$ cat src/sv/assert_macros.svh
// Assertion macros shared by the transcoder modules.
`ifndef ASSERT_MACROS_SVH
`define ASSERT_MACROS_SVH

// Checks a property at every rising clock edge outside reset.
`define BTTU_ASSERT(lbl, clk, rst, prop, msg) \
   lbl: assert property (@(posedge clk) disable iff (rst) (prop)) else $error(msg);

// Checks a property at every rising clock edge, reset included.
`define BTTU_ASSERT_ALWAYS(lbl, clk, prop, msg) \
   lbl: assert property (@(posedge clk) (prop)) else $error(msg);

`endif

$ cat src/sv/bttu_pkg.sv
// Shared types, constants and the UTF-8 encoder of the transcoder.
package bttu_pkg;

   localparam logic [7:0]  BOM_HIGH    = 8'hFE;
   localparam logic [7:0]  BOM_LOW     = 8'hFF;
   localparam logic [15:0] SURR_FIRST  = 16'hD800;
   localparam logic [15:0] SURR_LAST   = 16'hDFFF;
   localparam int          QUEUE_DEPTH = 4;

   typedef struct packed {
      logic [2:0][7:0] data;
      logic [1:0]      len_m1;
   } enc_type;

   typedef struct packed {
      logic [3:0][7:0] data;
      logic [1:0]      count_m1;
      logic            str_last;
   } job_type;

   function automatic enc_type encode_code_point(input logic [15:0] cp);
      enc_type enc;
      enc = '0;
      if (cp < 16'h0080) begin
         enc.data[0] = cp[7:0];
         enc.len_m1  = 2'd0;
      end else if (cp < 16'h0800) begin
         enc.data[0] = {3'b110, cp[10:6]};
         enc.data[1] = {2'b10, cp[5:0]};
         enc.len_m1  = 2'd1;
      end else begin
         enc.data[0] = {4'b1110, cp[15:12]};
         enc.data[1] = {2'b10, cp[11:6]};
         enc.data[2] = {2'b10, cp[5:0]};
         enc.len_m1  = 2'd2;
      end
      return enc;
   endfunction

endpackage

$ cat src/sv/bttu_req_if.sv
// Input channel: one source byte per beat with string boundary marks.
interface bttu_req_if;
   logic       valid;
   logic       ready;
   logic [7:0] in_byte;
   logic       str_first;
   logic       str_last;

   modport source (output valid, output in_byte, output str_first, output str_last,
                   input ready);
   modport sink (input valid, input in_byte, input str_first, input str_last,
                 output ready);
endinterface

$ cat src/sv/bttu_rsp_if.sv
// Result channel: one UTF-8 byte per beat with run and string end marks.
interface bttu_rsp_if;
   logic       valid;
   logic       ready;
   logic [7:0] utf8_byte;
   logic       run_last;
   logic       string_end;

   modport source (output valid, output utf8_byte, output run_last, output string_end,
                   input ready);
   modport sink (input valid, input utf8_byte, input run_last, input string_end,
                 output ready);
endinterface

$ cat src/sv/bttu_front.sv
// Front end: tracks the string mode and turns input bytes into jobs of UTF-8 bytes.
`include "assert_macros.svh"

module bttu_front (
   input  logic               clock,
   input  logic               reset,
   bttu_req_if.sink           req_bus,
   output logic               push_valid,
   input  logic               push_ready,
   output bttu_pkg::job_type  push_job
);

   typedef enum logic [3:0] {
      MODE_START  = 4'b0001,
      MODE_SAW_FE = 4'b0010,
      MODE_UTF16  = 4'b0100,
      MODE_LATIN1 = 4'b1000
   } mode_type;

   mode_type          mode_ff, mode_in, mode_eff;
   logic              hv_ff, hv_in, hv_eff;
   logic [7:0]        hb_ff, hb_in;
   logic              emit;
   logic              accept;
   logic [15:0]       unit;
   bttu_pkg::enc_type enc_b, enc_w;
   bttu_pkg::job_type job;

   assign req_bus.ready = push_ready;
   assign accept        = req_bus.valid && req_bus.ready;
   assign push_valid    = req_bus.valid && emit;
   assign push_job      = job;
   assign unit          = {hb_ff, req_bus.in_byte};

   always_comb begin
      mode_eff = req_bus.str_first ? MODE_START : mode_ff;
      hv_eff   = req_bus.str_first ? 1'b0 : hv_ff;
      enc_b    = bttu_pkg::encode_code_point({8'h00, req_bus.in_byte});
      enc_w    = bttu_pkg::encode_code_point(unit);
      mode_in  = mode_eff;
      hv_in    = hv_eff;
      hb_in    = hb_ff;
      emit     = 1'b0;
      job          = '0;
      job.str_last = req_bus.str_last;
      unique case (mode_eff)
         MODE_START: begin
            if (req_bus.in_byte == bttu_pkg::BOM_HIGH && !req_bus.str_last) begin
               mode_in = MODE_SAW_FE;
            end else begin
               job.data[2:0] = enc_b.data;
               job.count_m1  = enc_b.len_m1;
               emit          = 1'b1;
               mode_in       = MODE_LATIN1;
            end
         end
         MODE_SAW_FE: begin
            if (req_bus.in_byte == bttu_pkg::BOM_LOW) begin
               mode_in = MODE_UTF16;
               hv_in   = 1'b0;
            end else begin
               job.data[0]   = 8'hC3;
               job.data[1]   = 8'hBE;
               job.data[3:2] = enc_b.data[1:0];
               job.count_m1  = 2'd2 + enc_b.len_m1;
               emit          = 1'b1;
               mode_in       = MODE_LATIN1;
            end
         end
         MODE_UTF16: begin
            if (!hv_eff) begin
               hb_in = req_bus.in_byte;
               hv_in = 1'b1;
            end else begin
               hv_in = 1'b0;
               if (unit < bttu_pkg::SURR_FIRST || unit > bttu_pkg::SURR_LAST) begin
                  job.data[2:0] = enc_w.data;
                  job.count_m1  = enc_w.len_m1;
                  emit          = 1'b1;
               end
            end
         end
         MODE_LATIN1: begin
            job.data[2:0] = enc_b.data;
            job.count_m1  = enc_b.len_m1;
            emit          = 1'b1;
         end
         default: begin
            mode_in = MODE_START;
            hv_in   = 1'b0;
         end
      endcase
      if (req_bus.str_last) begin
         mode_in = MODE_START;
         hv_in   = 1'b0;
      end
   end

   always_ff @(posedge clock) begin
      if (reset) begin
         mode_ff <= MODE_START;
         hv_ff   <= 1'b0;
      end else if (accept) begin
         mode_ff <= mode_in;
         hv_ff   <= hv_in;
      end
   end

   always_ff @(posedge clock) begin
      if (accept) begin
         hb_ff <= hb_in;
      end
   end

   `BTTU_ASSERT(a_front_last_restarts, clock, reset, (accept && req_bus.str_last) |=> (mode_ff == MODE_START && !hv_ff), "string end did not return the front end to the start mode")

endmodule

$ cat src/sv/bttu_queue.sv
// Short job queue between the front end and the back end.
`include "assert_macros.svh"

module bttu_queue #(
   parameter int DEPTH = bttu_pkg::QUEUE_DEPTH
) (
   input  logic              clock,
   input  logic              reset,
   input  logic              push_valid,
   output logic              push_ready,
   input  bttu_pkg::job_type push_job,
   output logic              pop_valid,
   input  logic              pop_ready,
   output bttu_pkg::job_type pop_job
);

   localparam int PTR_W = (DEPTH > 1) ? $clog2(DEPTH) : 1;
   localparam int CNT_W = $clog2(DEPTH + 1);

   bttu_pkg::job_type job_mem_ff [DEPTH];
   logic [PTR_W-1:0]  wr_ptr_ff, wr_ptr_in;
   logic [PTR_W-1:0]  rd_ptr_ff, rd_ptr_in;
   logic [CNT_W-1:0]  count_ff, count_in;
   logic              push_fire, pop_fire;

   assign push_ready = count_ff != CNT_W'(DEPTH);
   assign pop_valid  = count_ff != '0;
   assign pop_job    = job_mem_ff[rd_ptr_ff];
   assign push_fire  = push_valid && push_ready;
   assign pop_fire   = pop_valid && pop_ready;

   always_comb begin
      wr_ptr_in = wr_ptr_ff;
      rd_ptr_in = rd_ptr_ff;
      count_in  = count_ff;
      if (push_fire) begin
         wr_ptr_in = (wr_ptr_ff == PTR_W'(DEPTH - 1)) ? '0 : wr_ptr_ff + 1'b1;
      end
      if (pop_fire) begin
         rd_ptr_in = (rd_ptr_ff == PTR_W'(DEPTH - 1)) ? '0 : rd_ptr_ff + 1'b1;
      end
      if (push_fire && !pop_fire) begin
         count_in = count_ff + 1'b1;
      end else if (pop_fire && !push_fire) begin
         count_in = count_ff - 1'b1;
      end
   end

   always_ff @(posedge clock) begin
      if (reset) begin
         wr_ptr_ff <= '0;
         rd_ptr_ff <= '0;
         count_ff  <= '0;
      end else begin
         wr_ptr_ff <= wr_ptr_in;
         rd_ptr_ff <= rd_ptr_in;
         count_ff  <= count_in;
      end
   end

   always_ff @(posedge clock) begin
      if (push_fire) begin
         job_mem_ff[wr_ptr_ff] <= push_job;
      end
   end

   `BTTU_ASSERT(a_queue_bound, clock, reset, count_ff <= CNT_W'(DEPTH), "queue fill count exceeds its depth")
   `BTTU_ASSERT(a_queue_grow, clock, reset, (push_fire && !pop_fire) |=> (count_ff == $past(count_ff) + 1'b1), "queue fill count did not grow on a lone push")

endmodule

$ cat src/sv/bttu_back.sv
// Back end: plays each job out as UTF-8 bytes, one beat per cycle while the result port is ready.
`include "assert_macros.svh"

module bttu_back (
   input  logic              clock,
   input  logic              reset,
   input  logic              pop_valid,
   output logic              pop_ready,
   input  bttu_pkg::job_type pop_job,
   bttu_rsp_if.source        rsp_bus
);

   bttu_pkg::job_type job_ff;
   logic              job_valid_ff;
   logic [1:0]        idx_ff;
   logic              at_end;

   assign at_end     = idx_ff == job_ff.count_m1;
   assign pop_ready  = !job_valid_ff || (rsp_bus.ready && at_end);

   assign rsp_bus.valid      = job_valid_ff;
   assign rsp_bus.utf8_byte  = job_ff.data[idx_ff];
   assign rsp_bus.run_last   = at_end;
   assign rsp_bus.string_end = at_end && job_ff.str_last;

   always_ff @(posedge clock) begin
      if (reset) begin
         job_valid_ff <= 1'b0;
         idx_ff       <= '0;
      end else if (pop_ready) begin
         job_valid_ff <= pop_valid;
         idx_ff       <= '0;
      end else if (rsp_bus.ready) begin
         idx_ff <= idx_ff + 1'b1;
      end
   end

   always_ff @(posedge clock) begin
      if (pop_ready) begin
         job_ff <= pop_job;
      end
   end

   `BTTU_ASSERT(a_back_hold, clock, reset, (rsp_bus.valid && !rsp_bus.ready) |=> (job_valid_ff && $stable(idx_ff)), "byte index moved while the result beat was stalled")

endmodule

$ cat src/sv/bom_text_to_utf8_transcoder.sv
// Top level of the byte-order-mark aware text to UTF-8 transcoder.
//
//   Channel   Direction   Beat
//   req_bus   in          one source byte, str_first, str_last
//   rsp_bus   out         one UTF-8 byte, run_last, string_end
//
// The front end takes one input beat per cycle while the job queue has room.
// The back end sends one UTF-8 byte per cycle while the result port is ready, so an input byte
// yields zero to four output bytes; the output port sets the sustained rate.
// A result passes through the queue memory and then the back end's job register before it appears.
// Reset is synchronous and clears the mode, the queue and the output stage.
// A stalled result port fills the queue, and then the input port stalls.
module bom_text_to_utf8_transcoder #(
   parameter int QUEUE_DEPTH = bttu_pkg::QUEUE_DEPTH
) (
   input  logic       clock,
   input  logic       reset,
   bttu_req_if.sink   req_bus,
   bttu_rsp_if.source rsp_bus
);

   logic              push_valid, push_ready;
   logic              pop_valid, pop_ready;
   bttu_pkg::job_type push_job, pop_job;

   bttu_front u_front (
      .clock      (clock),
      .reset      (reset),
      .req_bus    (req_bus),
      .push_valid (push_valid),
      .push_ready (push_ready),
      .push_job   (push_job)
   );

   bttu_queue #(
      .DEPTH (QUEUE_DEPTH)
   ) u_queue (
      .clock      (clock),
      .reset      (reset),
      .push_valid (push_valid),
      .push_ready (push_ready),
      .push_job   (push_job),
      .pop_valid  (pop_valid),
      .pop_ready  (pop_ready),
      .pop_job    (pop_job)
   );

   bttu_back u_back (
      .clock     (clock),
      .reset     (reset),
      .pop_valid (pop_valid),
      .pop_ready (pop_ready),
      .pop_job   (pop_job),
      .rsp_bus   (rsp_bus)
   );

endmodule
$ cat src/flat_wrapper.sv
// flat-port wrapper written by rule: the top's interface ports become plain ports
module bom_text_to_utf8_transcoder_flat 
#(
   parameter int QUEUE_DEPTH = bttu_pkg::QUEUE_DEPTH
)
  (clock, reset, req_bus_valid, req_bus_in_byte, req_bus_str_first, req_bus_str_last, req_bus_ready, rsp_bus_valid, rsp_bus_utf8_byte, rsp_bus_run_last, rsp_bus_string_end, rsp_bus_ready);
  bttu_req_if req_bus_i ();
  bttu_rsp_if rsp_bus_i ();
  input  logic clock;
  input  logic reset;
  input wire logic [$bits(req_bus_i.valid)-1:0] req_bus_valid;
  input wire logic [$bits(req_bus_i.in_byte)-1:0] req_bus_in_byte;
  input wire logic [$bits(req_bus_i.str_first)-1:0] req_bus_str_first;
  input wire logic [$bits(req_bus_i.str_last)-1:0] req_bus_str_last;
  output wire logic [$bits(req_bus_i.ready)-1:0] req_bus_ready;
  output wire logic [$bits(rsp_bus_i.valid)-1:0] rsp_bus_valid;
  output wire logic [$bits(rsp_bus_i.utf8_byte)-1:0] rsp_bus_utf8_byte;
  output wire logic [$bits(rsp_bus_i.run_last)-1:0] rsp_bus_run_last;
  output wire logic [$bits(rsp_bus_i.string_end)-1:0] rsp_bus_string_end;
  input wire logic [$bits(rsp_bus_i.ready)-1:0] rsp_bus_ready;
  assign req_bus_i.valid = req_bus_valid;
  assign req_bus_i.in_byte = req_bus_in_byte;
  assign req_bus_i.str_first = req_bus_str_first;
  assign req_bus_i.str_last = req_bus_str_last;
  assign req_bus_ready = req_bus_i.ready;
  assign rsp_bus_valid = rsp_bus_i.valid;
  assign rsp_bus_utf8_byte = rsp_bus_i.utf8_byte;
  assign rsp_bus_run_last = rsp_bus_i.run_last;
  assign rsp_bus_string_end = rsp_bus_i.string_end;
  assign rsp_bus_i.ready = rsp_bus_ready;
  bom_text_to_utf8_transcoder #(.QUEUE_DEPTH(QUEUE_DEPTH)) u_core (.clock(clock), .reset(reset), .req_bus(req_bus_i), .rsp_bus(rsp_bus_i));
endmodule
$ cat config.mk
export PLATFORM = sky130hd
export DESIGN_NAME = bom_text_to_utf8_transcoder_flat
export DESIGN_NICKNAME = d
export VERILOG_FILES = /design/src/sv/bttu_pkg.sv /design/src/sv/bttu_req_if.sv /design/src/sv/bttu_rsp_if.sv /design/src/sv/bttu_front.sv /design/src/sv/bttu_queue.sv /design/src/sv/bttu_back.sv /design/src/sv/bom_text_to_utf8_transcoder.sv /design/src/flat_wrapper.sv
export VERILOG_INCLUDE_DIRS = /design/src /design/src/sv
export SDC_FILE = /design/constraint.sdc
export NUM_CORES = 1
export LEC_CHECK = 0
export BUFFER_PORTS_ARGS = -buffer_cell sky130_fd_sc_hd__buf_2
export CAP_MARGIN = 20
export CORE_ASPECT_RATIO = 1.2
export CORE_UTILIZATION = 55
export CTS_BUF_LIST = sky130_fd_sc_hd__clkbuf_16
export DETAILED_ROUTE_END_ITERATION = 8
export PLACE_DENSITY = 0.75
export SYNTH_ARGS = -nofsm -noshare
export SYNTH_HDL_FRONTEND = slang
export SYNTH_SLANG_ARGS = --single-unit
$ cat constraint.sdc
create_clock -name clock -period 5.8 [get_ports clock]
set_clock_uncertainty 0.1 [all_clocks]
set_input_delay 0.29 -clock clock [delete_from_list [all_inputs] [get_ports clock]]
set_output_delay 0.29 -clock clock [all_outputs]
set_load 0.05 [all_outputs]
* Word level (Yosys, flattened, before mapping)
Memory sizes are Yosys's and may differ from the RTL's. A register that Yosys moved wholly into a read port is not among the register bits. Cells that the tools add are included.
Operators by class: add/sub/neg operators 6, $mul 0, divide/modulo/power cells 0, magnitude comparators 6, equal/unequal tests 10, shifts and indexed selects 0, multiplexer cells 35, bitwise logic cells 1, reduce and logical (&&, ||, !) cells 21
Operators with widths (number):
- one-hot mux 26 bit (4 select lines) | 1
- 2-to-1 mux 26 bit | 3
- 2-to-1 mux 34 bit | 1
- 2-to-1 mux 16 bit | 2
- 2-to-1 mux 8 bit | 4
- 2-to-1 mux 10 bit | 2
- binary-select mux 8 bit (select 2 bit) | 1
- equality test 8 bit, second input constant | 2
- greater-than comparator 16 bit, second input constant | 1
- < comparator 16 x 12 -> 1 bit, second input constant | 1
- < comparator 16 bit, second input constant | 1
- < comparator 16 x 8 -> 1 bit, second input constant | 1
- 2-to-1 mux 4 bit | 4
- one-hot mux 4 bit (3 select lines) | 1
- 2-to-1 mux 1 bit | 10
- logical AND 1 bit | 9
- < comparator 8 bit, second input constant | 1
- adder 2 x 1 -> 2 bit, second input constant | 3
- 2-to-1 mux 3 bit | 2
- OR reduction 2 bit | 3
- equality test 2 bit, second input constant | 2
- equality test 4 x 1 -> 1 bit, second input constant | 1
- equality test 4 x 2 -> 1 bit, second input constant | 1
- equality test 4 x 3 -> 1 bit, second input constant | 1
- 16 further kinds | 21
Word-level totals: register bits after elaboration 23, latch bits 0, bits in writable memories 140, bits in read-only memories 0, input bits 14, output and inout port bits 12, logic and storage cells 88, memories kept 1
Memories:
- u_core.u_queue.job_mem_ff | depth 4, bits a word 35, rd ports 1, clocked after memory_dff 1, write ports 1, RTL line bttu_queue.sv:20 | bttu_pkg::job_type job_mem_ff [DEPTH];

* Depth between registers and ports, before layout
depth after elaboration 11, depth in mapped cells 12, mapped depth without buffers 10

* Hierarchy
From an unflattened synthesis, not the netlist that was laid out.
Unflattened totals: cell total of the unflattened synthesis 448, area, all modules 8202.9 sq um
Modules (own cells, without submodules):
- bttu_queue | times used 1, cells an instance 231, area an instance 5520.3 sq um, seq. area each 4384.2 sq um
- bttu_back | times used 1, cells an instance 61, area an instance 1443.9 sq um, seq. area each 1111.1 sq um
- bttu_front | times used 1, cells an instance 156, area an instance 1238.7 sq um, seq. area each 340.3 sq um

* Worst setup path after synthesis
Ideal clock, no wire load.
path type reg-to-reg, from register u_core.u_back.idx_ff[1], to register u_core.u_queue.count_ff[2], library setup time 71 ps, arrival time 4812 ps, data required time 5629 ps, path slack 817 ps, stages on the path, launching flop included 12, path buffers 1, clock period less this slack 4983 ps, cells stage by stage dfxtp_1 -> buf_2 -> xor2_1 -> o31ai_1 -> o31a_1 -> inv_1 -> ha_1 -> inv_1 -> fa_1 -> xor2_1 -> or3_1 -> a21oi_1
Between the ends: word-level cells in the longest chain between the ends 7, elaborated cells on any way between the ends 9, those cells by class 1 x eq/ne; 1 x mux; 7 x reduce/logical
RTL lines:
- start, declared | RTL line bttu_back.sv:15 | logic [1:0] idx_ff;
- start signal, assigned | RTL line bttu_back.sv:34 | idx_ff <= idx_ff + 1'b1;
- equality test 2 bit * | RTL line bttu_back.sv:18 | assign at_end = idx_ff == job_ff.count_m1;
- logical AND 1 bit * | RTL line bttu_back.sv:19 | assign pop_ready = !job_valid_ff || (rsp_bus.ready && at_end);
- logical OR 1 bit * | RTL line bttu_back.sv:19
- named net u_core.pop_ready | RTL line bom_text_to_utf8_transcoder.sv:23 | logic pop_valid, pop_ready;
- logical AND 1 bit * | RTL line bttu_queue.sv:30 | assign pop_fire = pop_valid && pop_ready;
- logical NOT 1 bit | RTL line bttu_queue.sv:42 | if (push_fire && !pop_fire) begin
- logical AND 1 bit | RTL line bttu_queue.sv:42
- 2-to-1 mux 3 bit / nonzero test 2 bit (equally long branches)
- end signal, assigned | RTL line bttu_queue.sv:57 | count_ff <= count_in;
- end, declared | RTL line bttu_queue.sv:23 | logic [CNT_W-1:0] count_ff, count_in;
The timed path passes the listed nets; every way through them passes the cells marked *. A chain may end at the register's enable or synchronous reset.

* Worst setup path in the final report
from register u_core.u_front.mode_ff[3], to register u_core.u_queue.count_ff[2]
Between the ends: word-level cells in the longest chain between the ends 8, elaborated cells on any way between the ends 13, those cells by class 4 x eq/ne; 3 x mux; 6 x reduce/logical
RTL lines:
- start, declared | RTL line bttu_front.sv:20 | mode_type mode_ff, mode_in, mode_eff;
- start signal, assigned | RTL line bttu_front.sv:104 | mode_ff <= mode_in;
- 2-to-1 mux 4 bit * | RTL line bttu_front.sv:36 | mode_eff = req_bus.str_first ? MODE_START : mode_ff;
- equality test 4 bit (tied with other cells) | RTL line bttu_front.sv:46 | unique case (mode_eff)
- one-hot mux 1 bit (4 select lines) * | RTL line bttu_front.sv:46
- logical AND 1 bit * | RTL line bttu_front.sv:31 | assign push_valid = req_bus.valid && emit;
- logical AND 1 bit * | RTL line bttu_queue.sv:29 | assign push_fire = push_valid && push_ready;
- named net u_core.u_queue.push_fire | RTL line bttu_queue.sv:24 | logic push_fire, pop_fire;
- logical NOT 1 bit | RTL line bttu_queue.sv:44 | end else if (pop_fire && !push_fire) begin
- logical AND 1 bit | RTL line bttu_queue.sv:44
- nonzero test 2 bit (no source line)
Marks and branches as above.

==> flow_summary_export.csv <==
group,metric,value,unit
status,status,"completed",
yosys,synth-edff-count,173,
floorplanning,coreArea,0.0134,mm²
global_routing,grt_pass1_wl,22800,µm
detailed_routing,vias_per_cell,6.32,
sta,slew_violations,0,
yosys,synth_warnings,0,
cells_and_area,diodes,0,
yosys,synth_top_area_share,0.679,
critical_path,slowest_delay,0.38,ns
yosys,syn-cell-area,0.00765,mm²
critical_path,endpoint_kind,"flop",
placed_design,dpl.hpwl,8780,µm
yosys,synthArstFlopShare,0,
yosys,ys.flop_type,"edfxtp_1",
cells_and_area,areaGrowthSynthToFinish,12.1,%
clock_network,htree_levels,4,
yosys,yosys-top-cells-area,"edfxtp_1 68%, mux4_2 12%, dfxtp_1 3.9%, ha_1 0.98%, nor2_1 0.98%",
detailed_routing,avgRoutedWirePerCell,22.4,µm
placed_design,place_area,0.00793,mm²
yosys,syn-instance-count,423,
clock_network,numCtsBuffers,17,
global_routing,antenna_found_initial,0,
sta,hold_viol,0,
sta,setup_viol,0,
yosys,avgSynthCellArea,18.1,µm²
global_routing,grt_usage,0.221,
power_and_ir_drop,power_density,469,mW/mm²
placed_design,place.port_buffers,25,
sta,grt_setup_unrepaired,"false",
sta,layout_min_cycle_time,3.06,ns
cells_and_area,fin_nets,474,
floorplanning,die_y,131,µm
placed_design,dpl_worst_slack,2.73,ns
critical_path,cp_num_cells,10,
power_and_ir_drop,peakVddDrop,0.233,mV
cells_and_area,drive_above_1_share,0.262,
min_path,min_path_cells,1,
sta,slew-limit-headroom,0.362,
yosys,ys_types,58,
floorplanning,start_util,0.571,
critical_path,cp_num_buf_inv,1,
critical_path,worstSetupPathType,"flop to flop",
yosys,synth_top_area_cell,"edfxtp_1",
detailed_routing,vias,4009,
critical_path,reg2regPathDepth,10,
sta,fin_setup_tns,0,ns
clock_network,cts_resized,0,
critical_path,critPathTopFamily,"simple AND/OR/NAND/NOR gates",
floorplanning,ios,26,
clock_network,clk_pin_slew_worst_paths,0.06,ns
detailed_routing,drt-pass1-iter-count,5,
critical_path,cp_max_fo,7,
detailed_routing,wl,14200,µm
cells_and_area,final_area,0.00858,mm²
power_and_ir_drop,p_leak,2.99,nW
detailed_routing,drt_iter0_drc,352,
sta,fin_ws,2.74,ns
clock_network,clk_latency,0.41,ns
clock_network,postCtsSetupBuffers,0,
critical_path,critPathSlowestCell,"dfxtp_1",
global_routing,grt_pass1_vias,4090,
yosys,synth_fp_nets,444,
cells_and_area,final_core_util,0.640,
sta,whs,0.0613,ns
yosys,seq_area_frac_synth,0.718,
yosys,synth-seq-cells,188,
global_routing,grt_start_max_net_pins,37,
critical_path,crit_chain,"nor3_1, and3_1, o21a_1, o311a_4, ha_1, inv_1, fa_1, xor2_1, or3_1, a21oi_1",
clock_network,cts.sinks,188,
clock_network,cts_tree,"done",
critical_path,worst_setup_path_start_kind,"flop",
cells_and_area,fillCellCount,927,
global_routing,grt.overflow.total,0,
clock_network,cts_buffer_depth,2,
clock_network,clockRootBuffer,"clkbuf_16",
critical_path,crit_arrival,3.31,ns
floorplanning,die_width,110,µm
placed_design,gp_congestion,0.893,
yosys,yosysMostFrequentCell,"edfxtp_1",
detailed_routing,antenna_left,0,
sta,tightestPinTransition,0.957,ns
floorplanning,dieArea,0.0144,mm²
run,max_cap_violations,0,
yosys,ys_top_cells_by_count,"173 x edfxtp_1, 40 x mux4_2, 20 x nor2_1, 15 x dfxtp_1, 13 x nand2_1",
critical_path,required,6.05,ns
floorplanning,rows,46,
sta,fmax,327,MHz
min_path,worstHoldPathType,"input port to flop",
detailed_routing,drc,0,
sta,fin_crit_sh,0.528,
clock_network,cts_hold_buf,0,
## sequential cells by signal, summed over array words and instances (netlist names), 2 cells and up
name                       flops
u_core.u_back.idx_ff           2
u_core.u_queue.rd_ptr_ff       2
u_core.u_back.job_ff          33
u_core.u_queue.job_mem_ff    132
u_core.u_front.mode_ff         4
u_core.u_front.hb_ff           8
u_core.u_queue.wr_ptr_ff       2
u_core.u_queue.count_ff        3
## report_power, final
part           switching (mW)  internal, mW  leakage, nW
sequential              0.108          1.77         1.85
combinational           0.527         0.370        0.820
clock                   0.483         0.767        0.321
total                    1.12          2.91         2.99
## cell usage in the layout (no fill, tap or decap), types with 3 or more instances in the layout
| cell type | netlist | routed |
|---|---|---|
| edfxtp_1 | 173 | 173 |
| mux4_2 | 40 | 40 |
| buf_2 | 5 | 26 |
| nor2_1 | 20 | 20 |
| clkbuf_16 | 0 | 17 |
| dfxtp_1 | 15 | 14 |
| nand2_1 | 13 | 13 |
| inv_1 | 10 | 12 |
| o21ai_0 | 11 | 11 |
| nor3_1 | 9 | 9 |
| a21oi_1 | 9 | 9 |
| and2_1 | 8 | 8 |
| nand3_1 | 7 | 7 |
| xor2_1 | 7 | 7 |
| mux2i_1 | 7 | 7 |
| and2_2 | 6 | 6 |
| ha_1 | 6 | 6 |
| a31oi_1 | 5 | 5 |
| nor2b_1 | 5 | 5 |
| bufinv_16 | 0 | 5 |
| nand2b_1 | 4 | 4 |
| inv_6 | 0 | 4 |
| o21a_1 | 3 | 3 |
| a22oi_1 | 3 | 3 |
| o22ai_1 | 3 | 3 |
| a32o_1 | 3 | 3 |
| o221ai_1 | 3 | 3 |
| buf_4 | 1 | 3 |
## layout make-up
type	count	area (µm²)	area share
clock buffer	17	425	0.0496
sequential	188	5500	0.640
clock inverter	15	219	0.0255
inverter	10	37.5	0.00437
timing repair buffer	29	153	0.0178
multi-input combinational	207	2040	0.238
tap	168	210	0.0245
## per-stage QoR
| step | power (mW) | cells |
|---|---|---|
| 2_1_floorplan | 2.58 | 423 |
| 3_5_place_dp | 2.81 | 601 |
| 4_1_cts | 4.05 | 633 |
| 3_3_place_gp | 2.78 | 601 |
| 5_1_grt | 4.18 | 634 |
| 6_report | 4.03 | 634 |
## routing by layer
layer,part of all wire,GRT usage
met3,0.063,0.0422
met1,0.41,0.306
met4,0.017,0.0756
met2,0.51,0.353
met5,0,0
## final timing paths
path | slack [ns] | endpoint | startpoint
min reg2reg | 0.40 | u_core.u_queue.wr_ptr_ff[1] | u_core.u_queue.wr_ptr_ff[1]
min | 0.06 | u_core.u_front.hb_ff[2] | req_bus_in_byte[2]
max reg2reg | 2.74 | u_core.u_queue.count_ff[2] | u_core.u_front.mode_ff[3]
max | 2.74 | u_core.u_queue.count_ff[2] | u_core.u_front.mode_ff[3]
## kinds of logic (layout without fill, tap and decap cells)
| family | after synthesis | count (layout) | synth area share |
|---|---|---|---|
| flip-flops | 188 | 188 | 0.718 |
| multiplexers | 48 | 48 | 0.129 |
| buffers and inverters | 28 | 71 | 0.0170 |
| AO/OA/AOI/OAI | 53 | 53 | 0.0489 |
| adder cells (fa/ha/maj) | 7 | 7 | 0.0124 |
| AND/OR/NAND/NOR | 91 | 91 | 0.0656 |
| XOR/XNOR | 8 | 8 | 0.00916 |
Note: power is estimated with default switching activity, not from simulation.
